## config.mk

```make
export PLATFORM = sky130hd
export DESIGN_NAME = emcal_channel_tower_map_core
export DESIGN_NICKNAME = d
export VERILOG_FILES = /design/src/sv/ectm_pkg.sv /design/src/sv/ectm_map.sv /design/src/sv/emcal_channel_tower_map_core.sv
export VERILOG_INCLUDE_DIRS = /design/src /design/src/sv
export SDC_FILE = /design/constraint.sdc
export NUM_CORES = 1
export LEC_CHECK = 0
export ABC_AREA = 0
export BUFFER_PORTS_ARGS = -buffer_cell sky130_fd_sc_hd__buf_2
export CAP_MARGIN = 20
export CORE_ASPECT_RATIO = 0.6
export CORE_MARGIN = 2
export CORE_UTILIZATION = 60
export CTS_BUF_LIST = sky130_fd_sc_hd__clkbuf_16
export CTS_CLUSTER_DIAMETER = 40
export DETAILED_ROUTE_END_ITERATION = 12
export GPL_ROUTABILITY_DRIVEN = 0
export PLACE_DENSITY = 0.84
export SYNTH_ARGS = -nofsm -noshare
export SYNTH_HDL_FRONTEND = slang
export SYNTH_SLANG_ARGS = --single-unit
export TNS_END_PERCENT = 20
```

## constraint.sdc

```tcl
create_clock -name i_clk -period 14 [get_ports i_clk]
set_input_delay 0 -clock i_clk [delete_from_list [all_inputs] [get_ports i_clk]]
set_output_delay 0 -clock i_clk [all_outputs]
set_load 0.1 [all_outputs]
```

## src/sv/emcal_channel_tower_map_core_macros.svh

```systemverilog
// Assertion macros shared by the channel and tower map RTL.
`ifndef EMCAL_CHANNEL_TOWER_MAP_CORE_MACROS_SVH
`define EMCAL_CHANNEL_TOWER_MAP_CORE_MACROS_SVH

// Same-cycle implication, checked on the rising clock edge outside reset.
`define ECTM_ASSERT_NOW(lbl, ante, cons) \
    lbl: assert property (@(posedge i_clk) disable iff (!i_rst_n) (ante) |-> (cons)) \
        else $error("ectm same-cycle check failed");

// Next-cycle implication, checked on the rising clock edge outside reset.
`define ECTM_ASSERT_NEXT(lbl, ante, cons) \
    lbl: assert property (@(posedge i_clk) disable iff (!i_rst_n) (ante) |=> (cons)) \
        else $error("ectm next-cycle check failed");

`endif

```

## src/sv/ectm_pkg.sv

```systemverilog
// Package with the board channel map, packet offsets and field widths.
package ectm_pkg;

    localparam int unsigned ChanW  = 15;
    localparam int unsigned EtaW   = 7;
    localparam int unsigned PhiW   = 8;

    localparam logic [2:0] LocalPhiMax  = 3'd7;
    localparam logic [4:0] PacketEtaMax = 5'd23;
    localparam logic [6:0] EtaLimit     = 7'd95;

    typedef logic [1:0] t_packet;

    typedef struct packed {
        logic [2:0] leta;
        logic [2:0] lphi;
    } t_cell;

    localparam logic [6:0] PACKET_ETA_BASE [4] = '{7'd24, 7'd0, 7'd48, 7'd72};
    localparam t_packet    ETA_BAND_PACKET [4] = '{2'd1, 2'd0, 2'd2, 2'd3};

    // Board channel at a local eta and phi cell.
    function automatic logic [5:0] board_chan(input logic [2:0] leta, input logic [2:0] lphi);
        return {~lphi[2:1], ~leta[2:1], ~lphi[0], leta[0]};
    endfunction

    // Local eta and phi cell of a board channel.
    function automatic t_cell board_cell(input logic [5:0] ch);
        t_cell c;
        c.leta = {~ch[3:2], ch[0]};
        c.lphi = {~ch[5:4], ~ch[1]};
        return c;
    endfunction

endpackage

```

## src/sv/ectm_map.sv

```systemverilog
// Combinational mapping between channel numbers and tower bins.
module ectm_map #(
    parameter int unsigned SUPERSECTORS = 32
) (
    input  logic                        i_mode,
    input  logic [ectm_pkg::ChanW-1:0]  i_channel_index,
    input  logic [ectm_pkg::EtaW-1:0]   i_eta_in,
    input  logic [ectm_pkg::PhiW-1:0]   i_phi_in,
    output logic [ectm_pkg::EtaW-1:0]   o_eta_out,
    output logic [ectm_pkg::PhiW-1:0]   o_phi_out,
    output logic [ectm_pkg::ChanW-1:0]  o_index_out
);

    logic [4:0] ss_tab [64];

    for (genvar g = 0; g < 64; g++) begin : g_ss_tab
        assign ss_tab[g] = 5'(g % SUPERSECTORS);
    end

    logic [6:0]           enc_hi;
    logic [14:0]          enc_prod;
    logic [5:0]           enc_ss_q;
    logic [1:0]           enc_r3;
    logic [3:0]           enc_k;
    logic [7:0]           enc_pk_prod;
    ectm_pkg::t_packet    enc_packet;
    logic [1:0]           enc_board;
    ectm_pkg::t_cell      enc_cell;
    logic                 enc_south;
    logic [2:0]           enc_lphi;
    logic [4:0]           enc_peta;
    logic [4:0]           enc_peta_m;

    always_comb begin
        enc_hi      = i_channel_index[14:8];
        enc_prod    = 15'(enc_hi) * 15'd171;
        enc_ss_q    = enc_prod[14:9];
        enc_r3      = 2'(enc_hi - 7'(enc_ss_q) * 7'd3);
        enc_k       = {enc_r3, i_channel_index[7:6]};
        enc_pk_prod = 8'(enc_k) * 8'd11;
        enc_packet  = enc_pk_prod[6:5];
        enc_board   = 2'(enc_k - 4'(enc_packet) * 4'd3);
        enc_cell    = ectm_pkg::board_cell(i_channel_index[5:0]);
        enc_south   = ~enc_packet[1];
        enc_lphi    = enc_south ? (ectm_pkg::LocalPhiMax - enc_cell.lphi) : enc_cell.lphi;
        enc_peta    = {enc_board, enc_cell.leta};
        enc_peta_m  = enc_south ? (ectm_pkg::PacketEtaMax - enc_peta) : enc_peta;
    end

    logic [6:0]           dec_eta;
    logic [7:0]           dec_band_prod;
    logic [1:0]           dec_band;
    ectm_pkg::t_packet    dec_packet;
    logic                 dec_south;
    logic [4:0]           dec_leta;
    logic [4:0]           dec_leta_m;
    logic [2:0]           dec_lphi;
    logic [4:0]           dec_ss;
    logic [8:0]           dec_k;

    always_comb begin
        dec_eta       = (i_eta_in > ectm_pkg::EtaLimit) ? ectm_pkg::EtaLimit : i_eta_in;
        dec_band_prod = 8'(dec_eta[6:3]) * 8'd11;
        dec_band      = dec_band_prod[6:5];
        dec_packet    = ectm_pkg::ETA_BAND_PACKET[dec_band];
        dec_south     = ~dec_packet[1];
        dec_leta      = 5'(dec_eta - ectm_pkg::PACKET_ETA_BASE[dec_packet]);
        dec_leta_m    = dec_south ? (ectm_pkg::PacketEtaMax - dec_leta) : dec_leta;
        dec_lphi      = dec_south ? (ectm_pkg::LocalPhiMax - i_phi_in[2:0]) : i_phi_in[2:0];
        dec_ss        = ss_tab[{1'b0, i_phi_in[7:3]}];
        dec_k         = 9'(dec_ss) * 9'd12 + 9'(dec_packet) * 9'd3 + 9'(dec_leta_m[4:3]);
    end

    always_comb begin
        o_eta_out   = '0;
        o_phi_out   = '0;
        o_index_out = '0;
        if (!i_mode) begin
            o_eta_out = 7'(enc_peta_m) + ectm_pkg::PACKET_ETA_BASE[enc_packet];
            o_phi_out = {ss_tab[enc_ss_q], enc_lphi};
        end else begin
            o_index_out = {dec_k, ectm_pkg::board_chan(dec_leta_m[2:0], dec_lphi)};
        end
    end

endmodule

```

## src/sv/emcal_channel_tower_map_core.sv

```systemverilog
// Top level of the calorimeter channel and tower map with its pipeline registers.
//
// The input channel carries one beat per item: mode, channel_index, eta_in and
// phi_in. Mode 0 turns a readout channel number into tower eta and phi bins,
// mode 1 turns tower bins back into a channel number; the unused outputs read
// zero. A beat is taken when i_in_valid is high and o_in_stall is low, and a
// result beat leaves when o_out_valid is high and i_out_stall is low.
// Each beat passes an input register, one level of mapping logic and a result
// register, so the result is presented from the result register and can leave
// while i_out_stall is low. One beat is taken every cycle while the receiver
// does not stall; the rate is set by the single mapping stage between the two
// registers. When the receiver stalls, the result register holds its beat, the
// input register still fills, and only then is o_in_stall raised.
// A synchronous reset empties both registers; no beat is in flight afterwards.
`include "emcal_channel_tower_map_core_macros.svh"

module emcal_channel_tower_map_core #(
    parameter int unsigned SUPERSECTORS = 32
) (
    input  logic                        i_clk,
    input  logic                        i_rst_n,
    input  logic                        i_in_valid,
    output logic                        o_in_stall,
    input  logic                        i_mode,
    input  logic [ectm_pkg::ChanW-1:0]  i_channel_index,
    input  logic [ectm_pkg::EtaW-1:0]   i_eta_in,
    input  logic [ectm_pkg::PhiW-1:0]   i_phi_in,
    output logic                        o_out_valid,
    input  logic                        i_out_stall,
    output logic [ectm_pkg::EtaW-1:0]   o_eta_out,
    output logic [ectm_pkg::PhiW-1:0]   o_phi_out,
    output logic [ectm_pkg::ChanW-1:0]  o_index_out
);

    logic                       r_in_vld;
    logic                       r_mode;
    logic [ectm_pkg::ChanW-1:0] r_chan;
    logic [ectm_pkg::EtaW-1:0]  r_eta;
    logic [ectm_pkg::PhiW-1:0]  r_phi;

    logic                       r_out_vld;
    logic [ectm_pkg::EtaW-1:0]  r_eta_out;
    logic [ectm_pkg::PhiW-1:0]  r_phi_out;
    logic [ectm_pkg::ChanW-1:0] r_index_out;

    logic [ectm_pkg::EtaW-1:0]  n_eta_out;
    logic [ectm_pkg::PhiW-1:0]  n_phi_out;
    logic [ectm_pkg::ChanW-1:0] n_index_out;

    logic out_free;
    logic in_free;

    assign out_free = !r_out_vld || !i_out_stall;
    assign in_free  = !r_in_vld || out_free;

    ectm_map #(
        .SUPERSECTORS(SUPERSECTORS)
    ) u_map (
        .i_mode          (r_mode),
        .i_channel_index (r_chan),
        .i_eta_in        (r_eta),
        .i_phi_in        (r_phi),
        .o_eta_out       (n_eta_out),
        .o_phi_out       (n_phi_out),
        .o_index_out     (n_index_out)
    );

    always_ff @(posedge i_clk) begin
        if (!i_rst_n) begin
            r_in_vld  <= 1'b0;
            r_out_vld <= 1'b0;
        end else begin
            if (in_free) begin
                r_in_vld <= i_in_valid;
            end
            if (out_free) begin
                r_out_vld <= r_in_vld;
            end
        end
    end

    always_ff @(posedge i_clk) begin
        if (in_free && i_in_valid) begin
            r_mode <= i_mode;
            r_chan <= i_channel_index;
            r_eta  <= i_eta_in;
            r_phi  <= i_phi_in;
        end
        if (out_free && r_in_vld) begin
            r_eta_out   <= n_eta_out;
            r_phi_out   <= n_phi_out;
            r_index_out <= n_index_out;
        end
    end

    assign o_in_stall  = !in_free;
    assign o_out_valid = r_out_vld;
    assign o_eta_out   = r_eta_out;
    assign o_phi_out   = r_phi_out;
    assign o_index_out = r_index_out;

    `ECTM_ASSERT_NEXT(a_accept_fills, i_in_valid && !o_in_stall, r_in_vld)
    `ECTM_ASSERT_NOW(a_eta_range, o_out_valid, o_eta_out <= ectm_pkg::EtaLimit)
    `ECTM_ASSERT_NOW(a_mode_exclusive, o_out_valid && (o_index_out != '0), {o_eta_out, o_phi_out} == '0)

endmodule
```

# Word-level counts from Yosys, hierarchy flattened
# Memories as Yosys holds them, arrays and structs flattened. A register that Yosys moved wholly into a read port is not among the register bits.
# Index checks and enable logic that the tools add are counted.
[totals] register_bits=63 rom_bits=640 in_bits=35 elab_cells=71 memories=2
[op_classes] add_sub_neg=10 mul=7 order_cmp=6 mux=18 n_bitwise=11 n_reduce_logical=8
[memory_table] name="(no name shown)" words=64 width=5 rd=1 rd_ports_with_merged_regs=0 write_ports=0 line="ectm_map.sv:70" rtl="dec_ss = ss_tab[{1'b0, i_phi_in[7:3]}];"
[memory_table] name="(no name shown)" words=64 width=5 rd=1 rd_ports_with_merged_regs=1 write_ports=0 line="ectm_map.sv:80" rtl="o_phi_out = {ss_tab[enc_ss_q], enc_lphi};"
[ops] op="5-bit 2-to-1 mux" count=8
[ops] op="7-bit binary-select mux with 2-bit select" count=2
[ops] op="7-bit 2-to-1 mux" count=3
[ops] op="7-bit by 8-bit multiplier with 15-bit output (second input constant)" count=1
[ops] op="7-bit greater-or-equal comparator (second input constant)" count=2
[ops] op="4-bit by 4-bit multiplier with 7-bit output (second input constant)" count=2
[ops] op="5-bit subtractor (first input constant)" count=2
[ops] op="9-bit by 2-bit adder with 9-bit output" count=1
[ops] op="9-bit by 4-bit adder with 9-bit output" count=1
[ops] op="3-bit greater-or-equal comparator (second input constant)" count=3
[ops] op="2-bit inverter with 3-bit output" count=3
[ops] op="2-bit inverter" count=4
[ops] op="5-bit by 7-bit adder with 7-bit output" count=1
[ops] op="7-bit greater-than comparator (second input constant)" count=1
[ops] op="5-bit by 2-bit multiplier with 7-bit output (second input constant)" count=1
[ops] op="5-bit inverter with 7-bit output" count=1
[ops] op="6-bit inverter with 7-bit output" count=1
[ops] op="6-bit by 2-bit multiplier with 2-bit output (second input constant)" count=1
[ops] op="3-bit 2-to-1 mux" count=2
[ops] op="3-bit subtractor (first input constant)" count=2
[ops] op="5-bit subtractor" count=1
[ops] op="2-bit binary-select mux with 2-bit select" count=1
[ops] op="1-bit zero test" count=4
[ops] op="2-bit by 2-bit multiplier with 4-bit output (second input constant)" count=1
[ops] op="other kinds (6)" count=11

# Depth between registers and ports, before layout
# Gate-level depths: netlist (run 1).
[depth] word_depth=15 ltp_mapped=31 mapped_depth_nobuf=30

# By module
# From an unflattened synthesis (run 1), not the netlist that was laid out.
[hier_totals] cells_unflattened=361 area_unflattened_um2=4351.7
[modules_own_cells] mod="ectm_map" instances=1 cells_per_inst=292 area_per_inst_um2=2436.1
[modules_own_cells] mod="emcal_channel_tower_map_core" instances=1 cells_per_inst=69 area_per_inst_um2=1915.6

# Least setup slack after synthesis (run 1)
# OpenSTA, ideal clock, no wires.
[synth_path] kind="register to register" from="reg r_chan[12] (netlist bit)" to="reg r_eta_out (netlist bit o_eta_out[6]), data pin" arrival_ns=6.593 setup_slack_ns=7.152 stages_incl_launch_ff=32 n_path_buf=1 path_cell_list="edfxtp_1 -> ha_1 -> fa_1 -> inv_1 -> fa_1 -> inv_1 -> fa_1 -> ha_1 -> nor4_2 -> o211ai_1 -> nand2_1 -> xnor2_1 -> ha_1 -> xnor2_1 -> xnor2_1 -> xor2_1 -> ha_1 -> ha_1 -> ha_1 -> a21oi_1 -> o21bai_1 -> xor2_1 -> xnor3_1 -> buf_6 -> inv_1 -> ha_1 -> or2_2 -> ha_1 -> a21oi_1 -> nor2b_1 -> xnor2_1 -> nor2_1"
[synth_between] elab_chain_cells=9
[synth_lines] element="start: declaration" line="emcal_channel_tower_map_core.sv:37" rtl="logic [ectm_pkg::ChanW-1:0] r_chan;"
[synth_lines] element="start signal: assignment" line="emcal_channel_tower_map_core.sv:85" rtl="r_chan <= i_channel_index;"
[synth_lines] element="7-bit by 8-bit multiplier with 15-bit output (*)" line="ectm_map.sv:36" rtl="enc_prod = 15'(enc_hi) * 15'd171;"
[synth_lines] element="6-bit by 2-bit multiplier with 2-bit output (*)" line="ectm_map.sv:38" rtl="enc_r3 = 2'(enc_hi - 7'(enc_ss_q) * 7'd3);"
[synth_lines] element="2-bit subtractor (*)" line="ectm_map.sv:38"
[synth_lines] element="4-bit by 4-bit multiplier with 7-bit output (*)" line="ectm_map.sv:40" rtl="enc_pk_prod = 8'(enc_k) * 8'd11;"
[synth_lines] element="2-bit by 1-bit multiplier with 2-bit output or 2-bit inverter with 3-bit output (tied branches)" line="ectm_map.sv:42, ectm_map.sv:79"
[synth_lines] element="2-bit subtractor or 7-bit binary-select mux with 2-bit select (tied branches)" line="ectm_map.sv:42, ectm_map.sv:79"
[synth_lines] element="5-bit subtractor or 7-bit 2-to-1 mux (tied branches)" line="ectm_map.sv:47, ectm_map.sv:79"
[synth_lines] element="5-bit 2-to-1 mux or 7-bit 2-to-1 mux (tied branches)" line="ectm_map.sv:47, ectm_map.sv:79"
[synth_lines] element="5-bit by 7-bit adder with 7-bit output (*)" line="ectm_map.sv:79" rtl="o_eta_out = 7'(enc_peta_m) + ectm_pkg::PACKET_ETA_BASE[enc_packet];"
[synth_lines] element="end signal: assignment" line="emcal_channel_tower_map_core.sv:90" rtl="r_eta_out <= n_eta_out;"
[synth_lines] element="end: declaration" line="emcal_channel_tower_map_core.sv:42" rtl="logic [ectm_pkg::EtaW-1:0] r_eta_out;"
# Mark *: on every way between the ends. The rest lies on a longest branch, timed or not. The select of a mux whose other input is x is not followed.
# A chain may end at the register's enable or synchronous reset.

# Worst setup path after layout (run 1)
# Ends and elaborated chain as after synthesis.

==> results of run 1 <==
what timing repair did:
action,in CTS,in global routing
endpoints found under the hold margin,33,0
hold buffers,34,0
buffers inserted,0,0
cell usage after synthesis, types with 2 or more instances:
master / count / share of area [%]
a211oi_1: 2 / 0.36
a21o_1: 2 / 0.36
a21oi_1: 12 / 1.4
and2_1: 11 / 1.6
buf_2: 2 / 0.24
buf_6: 2 / 0.54
clkbuf_1: 3 / 0.27
dfxtp_1: 2 / 0.96
edfxtp_1: 61 / 44
fa_1: 10 / 4.8
ha_1: 69 / 21
inv_1: 26 / 2.3
mux2i_1: 2 / 0.48
nand2_1: 9 / 0.81
nor2_1: 23 / 2.1
nor2b_1: 13 / 1.9
nor3b_1: 2 / 0.36
o211ai_1: 3 / 0.54
o21a_1: 2 / 0.36
o21ai_0: 6 / 0.72
o21bai_1: 3 / 0.54
o31a_1: 2 / 0.42
or2_2: 2 / 0.30
xnor2_1: 20 / 4.2
xor2_1: 19 / 4.0
xor2_2: 2 / 0.78
state kept, by name, indices dropped and copies added (netlist names):
register / flops
o_phi_out: 8
r_chan: 15
r_in_vld: 1
r_eta: 7
r_phi: 8
o_out_valid: 1
o_index_out: 15
r_mode: 1
o_eta_out: 7
metal layers:
metal / share of wire [%] / vias up
li1: - / 1390
met1: 44 / 1336
met2: 49 / 89
met3: 6.8 / 7
met4: 0.86 / 0
met5: 0 / -
final cells by class:
type,count,area (um2),share of cell area (%)
clock buffers,9,225,4.31
clock inverters,7,33.8,0.647
inverters,26,97.6,1.87
multi-input cells,237,2180,41.7
flip-flops and latches,63,1870,35.8
well taps,87,109,2.08
repair buffers,102,706,13.5
kinds of logic after synthesis:
kind of cell | Yosys count | synth area share, %
fa+ha+maj | 79 | 25.4
simple gates | 71 | 9.22
flops | 63 | 44.8
xor+xnor | 43 | 9.88
compound gates | 41 | 6.53
buf+inv | 33 | 3.38
mux | 3 | 0.749
through the flow:
stage               hold WS, ps  std cells  instance area (um2)  util (%)
finish                      248        531                 5220      77.9
global route                256        531                 5220      77.9
CTS                         241        530                 5190      77.5
detailed placement          178        480                 4600      68.5
global placement            177        480                 4600      68.5
floorplan                  98.9        333                 4180         -
worst max path at each step:
stage / start / to / slack, ps / cells after the start
after floorplan: r_chan[12] / o_eta_out[6] / 7150 / 31
after global placement: r_chan[14] / o_eta_out[6] / 6670 / 30
after detailed placement: r_chan[12] / o_eta_out[6] / 6340 / 30
after CTS: r_chan[12] / o_eta_out[6] / 6330 / 30
after global routing: r_chan[14] / o_eta_out[6] / 5760 / 30
final: r_chan[12] / o_eta_out[6] / 6360 / 30
layout by cell type, fill, tap and decap left out, types with 3 or more instances in the layout:
cell type,count
a21oi_1,12
and2_1,11
buf_2,66
clkbuf_16,9
clkinv_2,3
dlygate4sd3_1,34
edfxtp_1,61
fa_1,10
ha_1,69
inv_1,28
nand2_1,9
nor2_1,23
nor2b_1,12
o211ai_1,3
o21ai_0,6
o21bai_1,3
xnor2_1,20
xor2_1,19
worst max-delay path: cells and delay by family (launching register included):
family,cells,cell delay [ps]
adders and majority gates,11,3620
xor gates and xnor gates,7,1590
and+or+nand+nor,5,830
AOI/OAI and AO/OA,4,640
DFF,1,420
buffers and inverters,3,250
==> run_results.csv, run 1 <==
group,metric,value,unit
run_status,status,"finished clean",
synthesis,seq_area_frac_synth,44.8,%
global_route,grt_start_max_net_pins,32,
timing,hold_violations,0,
die,num_io_pins,67,
synthesis,synth_warnings,0,
die,die_width,112,um
timing,period_needed,7640,ps
final_layout,fillers,404,
final_layout,drive_gt1_share,21.2,%
global_route,grt_pass1_wl,13500,um
cts,cts-root-buf,"clkbuf_16",
global_route,use_met1,28.5,%
global_route,grt.busiest_layer,"met2",
route,route.vias.total,2822,
timing,relSlewSlack,35.8,%
synthesis,syn_area,4180,um2
worst_hold_path,hold_path_class,"in2reg",
die,start_util,62.3,%
global_route,antenna_found_initial,0,
global_route,grt_overflow,0,
global_route,gr-usage-met3,7.52,%
synthesis,ys.flop_type,"edfxtp_1",
final_layout,n_antenna_cell,0,
route,first_pass_iters,4,
synthesis,syn_nets,447,
synthesis,ys_types,49,
cts,clock_path_buffers,2,
route,drt-total-wl,8360,um
die,die-area,7670,um2
final_layout,syn_to_final_growth,25.0,%
die,fp-row-count,23,
place,dpl_worst_slack,6340,ps
worst_hold_path,worstHoldStart,"i_in_valid",
synthesis,synthCells,333,
setup_path,slowest_stage,"xnor3_1",
setup_path,worstSetupEndpointType,"flop",
synthesis,synth_enable_flop_cells,61,
synthesis,synth.avg_cell_area,12.5,um2
global_route,met2_usage,41.9,%
cts,cts_tree,"done",
timing,fmax,131,MHz
setup_path,worstPathRequired,14040,ps
place,hpwl,5610,um
setup_path,slowest_delay,550,ps
setup_path,reg2reg_setup_slack,6360,ps
final_layout,layout.nets,553,
timing,max_slew.worst_pin.slew,964,ps
timing,fin_crit_sh,54.6,%
die,core,6710,um2
cts,path_clk_slew,50,ps
route,drt-initial-drc-count,106,
timing,worst_slack,6360,ps
route,via_per_inst,5.31,
global_route,grt_pass1_vias,2921,
setup_path,timing.rr.end,"o_eta_out[6]",
cts,cts_resized,0,
timing,rsz0062_at_grt,"no",
worst_hold_path,hold_depth,2,
cts,numCtsBuffers,9,
setup_path,reg2regPathDepth,30,
synthesis,async_reset_ff_share,0,%
worst_hold_path,min_to,"r_chan[3]",
synthesis,synth_seq_cells,63,
setup_path,startpoint_type,"flop",
place,numPortBuffers,66,
die,dieHeight,68.6,um
global_route,grt_usage,23.7,%
route,drc_errors,0,
setup_path,crit_fanout,9,
timing,maxSlewViolCount,0,
setup_path,cp_common_cell,"ha_1",
route,ant_nets,0,
cts,cts_sinks,63,
timing,setup_violations,0,
cts,clk_latency,330,ps
setup_path,crit_arrival,7680,ps
timing,setup-tns-final,0,ps
cts,htreeDepth,3,
job,drv_cap,0,
setup_path,r2r-start,"r_chan[12]",
route,wl_per_cell,15.8,um
timing,final.setup_skew,7.29,ps
setup_path,path_class,"reg2reg",
Power of run 1 is left out: the tool's default activity adds up to more than one toggle a clock period on the data nets, which glitch-free logic cannot reach.
==> run 2, diff against run 1 <==
- CORE_UTILIZATION: 60 -> 52
- PLACE_DENSITY: 0.84 -> 0.77
- clock period: 14 -> 6.5 ns (I/O delays scaled with it)
==> run 2 against run 1 <==
Against the previous run:
- the run now ends with setup timing left
- register-to-register slack lost 6500 ps
- worst hold slack gained 22 ps
- clock skew shrank 3.7 ps
==> run_results.csv, run 2 (same netlist as run 1, synthesis figures left out) <==
group,metric,value,unit
die,start_util,53.4,%
final_layout,final_core_util,71.3,%
global_route,grt_overflow,0,
route,via_per_inst,4.90,
global_route,grt_usage,20.4,%
route,route.vias.total,2810,
timing,hold_violations,0,
timing,fin_crit_sh,102,%
final_layout,mostFrequentLayoutCells,"buf_2 (66), edfxtp_1 (61), ha_1 (59), dlygate4sd3_1 (34)",
timing,fmax,150,MHz
setup_path,crit_arrival,6700,ps
global_route,grt_pass1_wl,13400,um
final_layout,n_antenna_cell,0,
cts,cts-root-buf,"clkbuf_16",
run_status,violations,"setup timing",
setup_path,cp.buffers_inverters,5,
timing,setup_violations,3,
die,die-area,8790,um2
place,hpwl,5760,um
setup_path,worst_path_dominant_cell_family,"adder cells",
route,ant_nets,0,
setup_path,slowest_delay,510,ps
final_layout,drive_gt1_share,30.1,%
global_route,grt_start_max_net_pins,32,
timing,rsz0062_at_grt,"yes",
timing,maxSlewViolCount,0,
die,dieHeight,73.4,um
setup_path,reg2regPathDepth,29,
route,drc_errors,0,
setup_path,crit_fanout,4,
route,drt-initial-drc-count,110,
timing,final.setup_skew,3.59,ps
timing,worst_slack,-149,ps
job,drv_cap,0,
global_route,grt_pass1_vias,2807,
setup_path,path_class,"reg2reg",
cts,cts_sinks,63,
cts,numCtsBuffers,9,
final_layout,syn_to_final_growth,33.4,%
setup_path,startpoint_type,"flop",
worst_hold_path,hold_path_class,"in2reg",
route,drt-total-wl,8310,um
cts,clk_latency,330,ps
final_layout,final_common_cell,"buf_2",
die,die_width,120,um
cts,cts_tree,"done",
worst_hold_path,hold_depth,2,
timing,max_slew.worst_pin.slew,1020,ps
setup_path,worstPathRequired,6550,ps
cts,clock_path_buffers,2,
die,fp-row-count,25,
cts,path_clk_slew,60,ps
setup_path,crit_cells,29,
die,num_io_pins,67,
setup_path,worstSetupEndpointType,"flop",
global_route,antenna_found_initial,0,
route,first_pass_iters,4,
cts,htreeDepth,3,
setup_path,cp_common_cell,"ha_1",
run_status,status,"finished, violations left",
place,numPortBuffers,66,
timing,relSlewSlack,31.7,%
final_layout,layout.nets,574,
timing,period_needed,6650,ps
route,wl_per_cell,14.5,um
setup_path,slowest_stage,"fa_2",
die,core,7820,um2
run 2: cell count changes in the layout (fill, tap and decap cells not counted), sizes merged:
cell / previous run / this run
buf: 68 / 89
bufinv: 0 / 1
clkinv: 4 / 5
inv: 28 / 26
run 2: what timing repair did:
action	CTS	global route
hold buffers	34	0
hold endpoints to repair	33	0
resized for setup	3	1
buffers inserted	2	0
setup endpoints to repair	3	4
pin swaps	15	1
run 2: layout make-up:
| type | count | area (um2) |
|---|---|---|
| multi-input combinational | 237 | 2330 |
| fill | 554 | 2250 |
| tap | 108 | 135 |
| sequential | 63 | 1870 |
| inverter | 26 | 100 |
| timing repair buffer | 123 | 843 |
| clock inverter | 7 | 63.8 |
| clock buffer | 9 | 225 |
run 2: path summary, 6_finish.rpt:
kind	slack [ps]	end	start
max	-150	o_eta_out[4]	r_chan[12]
min	270	r_phi[4]	i_in_valid
max reg2reg	-150	o_eta_out[4]	r_chan[12]
min reg2reg	520	o_out_valid	r_in_vld
run 2: stage by stage:
stage	hold WS [ps]	area, um2	setup TNS, ps	instances	setup WS [ps]
after floorplan	98.9	4320	-56.4	333	-35.3
after global placement	176	4910	-286	521	-102
after detailed placement	178	4910	-906	521	-312
after CTS	255	5570	-459	573	-166
after global routing	277	5570	-1520	573	-489
final	270	5570	-410	573	-149
run 2: layer usage:
layer | GRT usage (%) | up-vias | share of wire (%)
met2 | 33.8 | 72 | 47
met3 | 6.37 | 7 | 5.8
li1 | - | 1435 | -
met5 | 0 | - | 0
met1 | 26.1 | 1296 | 47
met4 | 5.88 | 0 | 0.72
Power of run 2 is left out for the same reason.
